$ cat config.mk
export PLATFORM = sky130hd
export DESIGN_NAME = frcb_chain
export DESIGN_NICKNAME = d
export VERILOG_FILES = /design/src/sv/frcb_pkg.sv /design/src/sv/frcb_cell.sv /design/src/sv/frcb_chain.sv
export SDC_FILE = /design/constraint.sdc
export NUM_CORES = 2
export LEC_CHECK = 0
export ABC_AREA = 1
export BUFFER_PORTS_ARGS = -buffer_cell sky130_fd_sc_hd__buf_4
export CORE_MARGIN = 2
export CORE_UTILIZATION = 50
export CTS_CLUSTER_SIZE = 20
export DETAILED_ROUTE_END_ITERATION = 6
export PLACE_DENSITY_LB_ADDON = 0.12
export SETUP_SLACK_MARGIN = 0.15
export SLEW_MARGIN = 20
export SYNTH_ARGS = -nofsm -noshare
export SYNTH_HDL_FRONTEND = slang
export SYNTH_SLANG_ARGS = --single-unit
$ cat constraint.sdc
create_clock -name clk_i -period 1.3 [get_ports clk_i]
set_input_delay 0.13 -clock clk_i [delete_from_list [all_inputs] [get_ports clk_i]]
set_output_delay 0.13 -clock clk_i [all_outputs]
set_load 0.01 [all_outputs]
$ cat src/sv/frcb_pkg.sv
// ----------------------------------------------------------------------------
// frcb_pkg
// Shared types and constants for the failure-rate circuit breaker.
// ----------------------------------------------------------------------------
package frcb_pkg;

  localparam int unsigned RingDepth   = 128;
  localparam int unsigned CounterBits = 32;
  localparam int unsigned FillW       = $clog2(RingDepth + 1);
  localparam int unsigned PosW        = $clog2(RingDepth);

  localparam logic [63:0] NsPerMs    = 64'd1000000;
  localparam logic [63:0] LookbackNs = 64'd60000000000;

  localparam logic [7:0]  FailThrRst    = 8'd5;
  localparam logic [7:0]  SuccThrRst    = 8'd3;
  localparam logic [31:0] OpenTimeoutMs = 32'd30000;
  localparam logic [7:0]  WindowRst     = 8'd100;
  localparam logic [7:0]  ProbeLimRst   = 8'd3;

  typedef enum logic [2:0] {
    CMD_QUERY   = 3'd0,
    CMD_SUCCESS = 3'd1,
    CMD_FAILURE = 3'd2,
    CMD_FOPEN   = 3'd3,
    CMD_FCLOSE  = 3'd4,
    CMD_CLEAR   = 3'd5
  } cmd_e;

  typedef enum logic [2:0] {
    REG_FAIL_THR  = 3'd0,
    REG_SUCC_THR  = 3'd1,
    REG_TIMEOUT   = 3'd2,
    REG_WINDOW    = 3'd3,
    REG_PROBE_LIM = 3'd4
  } cfg_reg_e;

  typedef enum logic [1:0] {
    BRK_CLOSED = 2'd0,
    BRK_OPEN   = 2'd1,
    BRK_HALF   = 2'd2
  } brk_e;

  typedef struct packed {
    logic [63:0] stamp;
    logic        fail;
  } entry_t;

  typedef struct packed {
    logic   en;
    logic   load_new;
    entry_t new_entry;
  } chain_ctrl_t;

endpackage

$ cat src/sv/frcb_cell.sv
// ----------------------------------------------------------------------------
// frcb_cell
// One outcome slot of the history chain; takes its neighbor's entry on enable.
// ----------------------------------------------------------------------------
module frcb_cell (
  input  logic            clk_i,
  input  logic            en_i,
  input  frcb_pkg::entry_t d_i,
  output frcb_pkg::entry_t q_o
);
  import frcb_pkg::*;

  entry_t entry_q;

  always_ff @(posedge clk_i) begin
    if (en_i) begin
      entry_q <= d_i;
    end
  end

  assign q_o = entry_q;

endmodule

$ cat src/sv/frcb_chain.sv
// ----------------------------------------------------------------------------
// frcb_chain
// Row of history cells. Newest outcome enters cell 0; with no new entry the
// row rotates, the last cell feeding cell 0.
// ----------------------------------------------------------------------------
module frcb_chain (
  input  logic                  clk_i,
  input  frcb_pkg::chain_ctrl_t ctrl_i,
  output frcb_pkg::entry_t      last_o
);
  import frcb_pkg::*;

  entry_t taps [RingDepth];
  entry_t head_in;

  assign head_in = ctrl_i.load_new ? ctrl_i.new_entry : taps[RingDepth-1];

  for (genvar g = 0; g < RingDepth; g++) begin : g_cell
    if (g == 0) begin : g_first
      frcb_cell u_cell (.clk_i(clk_i), .en_i(ctrl_i.en), .d_i(head_in), .q_o(taps[g]));
    end else begin : g_rest
      frcb_cell u_cell (.clk_i(clk_i), .en_i(ctrl_i.en), .d_i(taps[g-1]), .q_o(taps[g]));
    end
  end

  assign last_o = taps[RingDepth-1];

endmodule

==> results.md <==
* Status: finished, violations left
* Failing checks: setup timing
* Final ANT Viol Nets at 0
* Max-slew violations at 0
* Post-Syn Area at 251,000 µm²
* Layout area overhead at 16.7%
* Later-pin clock latency in the skew report at 1.08 ns
* Die height at 712 µm
* Worst IR drop on VDD at 1530 µV
* DP Cell Count at 15,777
* WP data arrival at 1.68 ns
* FF-to-FF Start: g_cell[127].g_rest.u_cell.q_o[24]
* Cell Chain, Critical Path: buf_6
* Total net switching power at 103 mW
* CP Capture Type: output pin
* Worst Tran Pin Value at 0.551 ns
* CP required at 1.17 ns
* CTS buffer count at 787
* Max-cap viol count at 0
* Flop pwr share at 58.6%
* Worst-path clk slew at 0.06 ns
* Die area at 507,000 µm²
* Library cells used by synthesis at 6
* Final WL at 327 mm
* Internal power at 437 mW
* Syn Inst Count at 8,530
* FP Rows at 260
* Register area share after synthesis at 99.7%
* Clock skew at 0.0429 ns
* Worst slew margin at 63.3%
* Filler instances at 34,781
* Synth Warn # at 0
* Area contributors post-synth: edfxtp_1 (100%), nand2_1 (0.29%), buf_6 (0.027%)
* First-pass GRT wire length at 502 mm
* Bufs and invs on worst path at 1
* Unrepaired setup endpoints after global routing: true
* Post-DP HPWL at 161 mm
* Final nets at 10,175
* Final setup margin at -0.509 ns
* Mean area per synthesized cell at 29.4 µm²
* Synth Net Count at 8,598
* Clock Path Buffers at 4
* Crit-path max FO at 2
* WL/cell at 18.8 µm
* Hold violation count in the final report at 0
* DRC Markers at 0
* Largest net degree at the start of global routing at 96
* Max frequency at 0.553 GHz
* Pre-CTS setup slack at -0.280 ns
* Commonest cells after routing, fill and taps aside: edfxtp_1 (8,320), clkbuf_16 (796), buf_4 (388)
* Total Power at 541 mW
* H-tree depth at 6
* Initial antenna violation count at 32
* Most common cell after layout, fill and taps aside: edfxtp_1
* Logic pwr share at 1.5%
* Clock group share of total power at 39.9%
* Via count at 83,639
* Power per cell area at 1850 nW/µm²
* # IOs at 133
* CTS Root Buffer Type: clkbuf_16
* Min Tclk post-route at 1.81 ns
* Switch share at 19.1%
* CORE AREA at 500,000 µm²
* Crit path kind: register to output pin
* DIE WIDTH at 712 µm
* Layout cell share with drive strength beyond 1 at 16.1%
* Layout Cells excl Fill at 17,428
* Crit path launch: g_cell[127].g_rest.u_cell.q_o[18]
* Slowest CP cell: edfxtp_1
* Biggest area consumer among synthesized cells: edfxtp_1
* Final Util at 58.5%
* DRT iter0 DRCs at 8,271
* Gr usage total at 12.6%
* Vias in the first global route at 83,639
* Class of the worst hold path: input port to register
* Worst Setup Start Kind: register
* Share of the synthesized area in the top cell type at 99.7%
* P_leak at 98.7 nW
* Port Buf Inserts at 132
* Grt total ovfl at 0
* Iteration count of the initial detailed-routing pass at 5
* Starting Density at 50.1%
* HP Start: ctrl_i[65]
* Crit path max-delay family: flip-flops
* Final setup viols at 65
* Gpl congestion at 0.719
* Clock Sinks at 8,320
* Synth Register Bits at 8,320
* CTS tree: built
* Vias per cell at 4.80
* Critical Path Max Stage Delay at 0.42 ns
* Period utilization at 139%
repair_timing:
item / CTS / global route
resized for setup: 66 / 8
hold buffers: 169 / 0
pin swaps: 0 / 0
endpoints found under the setup margin: 65 / 87
buffers inserted: 57 / 14
endpoints found under the hold margin: 7999 / 0
path summary, 6_finish.rpt:
kind                                             to  cells after the start  slack (ns)
setup / recovery                         last_o[18]                      1       -0.51
hold / removal     g_cell[0].g_first.u_cell.q_o[56]                      5        0.21
setup reg to reg   g_cell[0].g_first.u_cell.q_o[24]                      4        0.17
hold reg to reg   g_cell[126].g_rest.u_cell.q_o[29]                      0        0.39
area by class of cell:
cell class | count | area, µm² | share of cell area [%]
flip-flops and latches | 8320 | 250000 | 85.4
clock buffers | 986 | 20600 | 7.05
repair buffers | 802 | 9130 | 3.12
well taps | 6681 | 8360 | 2.86
clock inverters | 439 | 3810 | 1.30
multi-input cells | 195 | 744 | 0.254
diodes | 4 | 10.0 | 0.00342
inverters | 1 | 6.26 | 0.00214
registers in the layout, indices dropped and copies added (netlist names):
register	flops
g_cell.g_first.u_cell.q_o	65
g_cell.g_rest.u_cell.q_o	8255
kinds of logic after synthesis:
group	share of synthesized area, %
DFF	99.7
and+or+nand+nor	0.292
buffers and inverters	0.0454
through the flow:
step / TNS, ns / instance area, µm² / hold WS [ns]
global placement: -872.29 / 266000 / 0.400
finish: -30.04 / 293000 / 0.214
detailed placement: -979.22 / 266000 / 0.405
global route: -38.79 / 293000 / 0.178
floorplan: 0 / 251000 / 0.242
CTS: -39.72 / 293000 / 0.122
power groups by stage:
| stage | combinational [mW] | clock, mW | sequential [mW] |
|---|---|---|---|
| 6_report | 8.38 | 216 | 317 |
| 5_1_grt | 9.21 | 234 | 318 |
| 4_1_cts | 8.57 | 224 | 317 |
| 3_5_place_dp | 7.95 | 0 | 322 |
| 3_3_place_gp | 7.45 | 0 | 322 |
| 2_1_floorplan | 0.203 | 0 | 320 |
routing by layer:
layer  vias up  part of all wire (%)  track usage, %
met5         -                 0.026               0
met4        14                   2.5            3.86
met3       679                   5.7            3.11
met2      1485                    41            16.5
met1     43384                    51            20.7
li1      38077                     -               -
cell usage after synthesis:
master and number:
buf_4 1, buf_2 7, nand2_1 195, inv_2 1
buf_6 6, edfxtp_1 8320
Note: power is estimated with default switching activity, not from simulation.
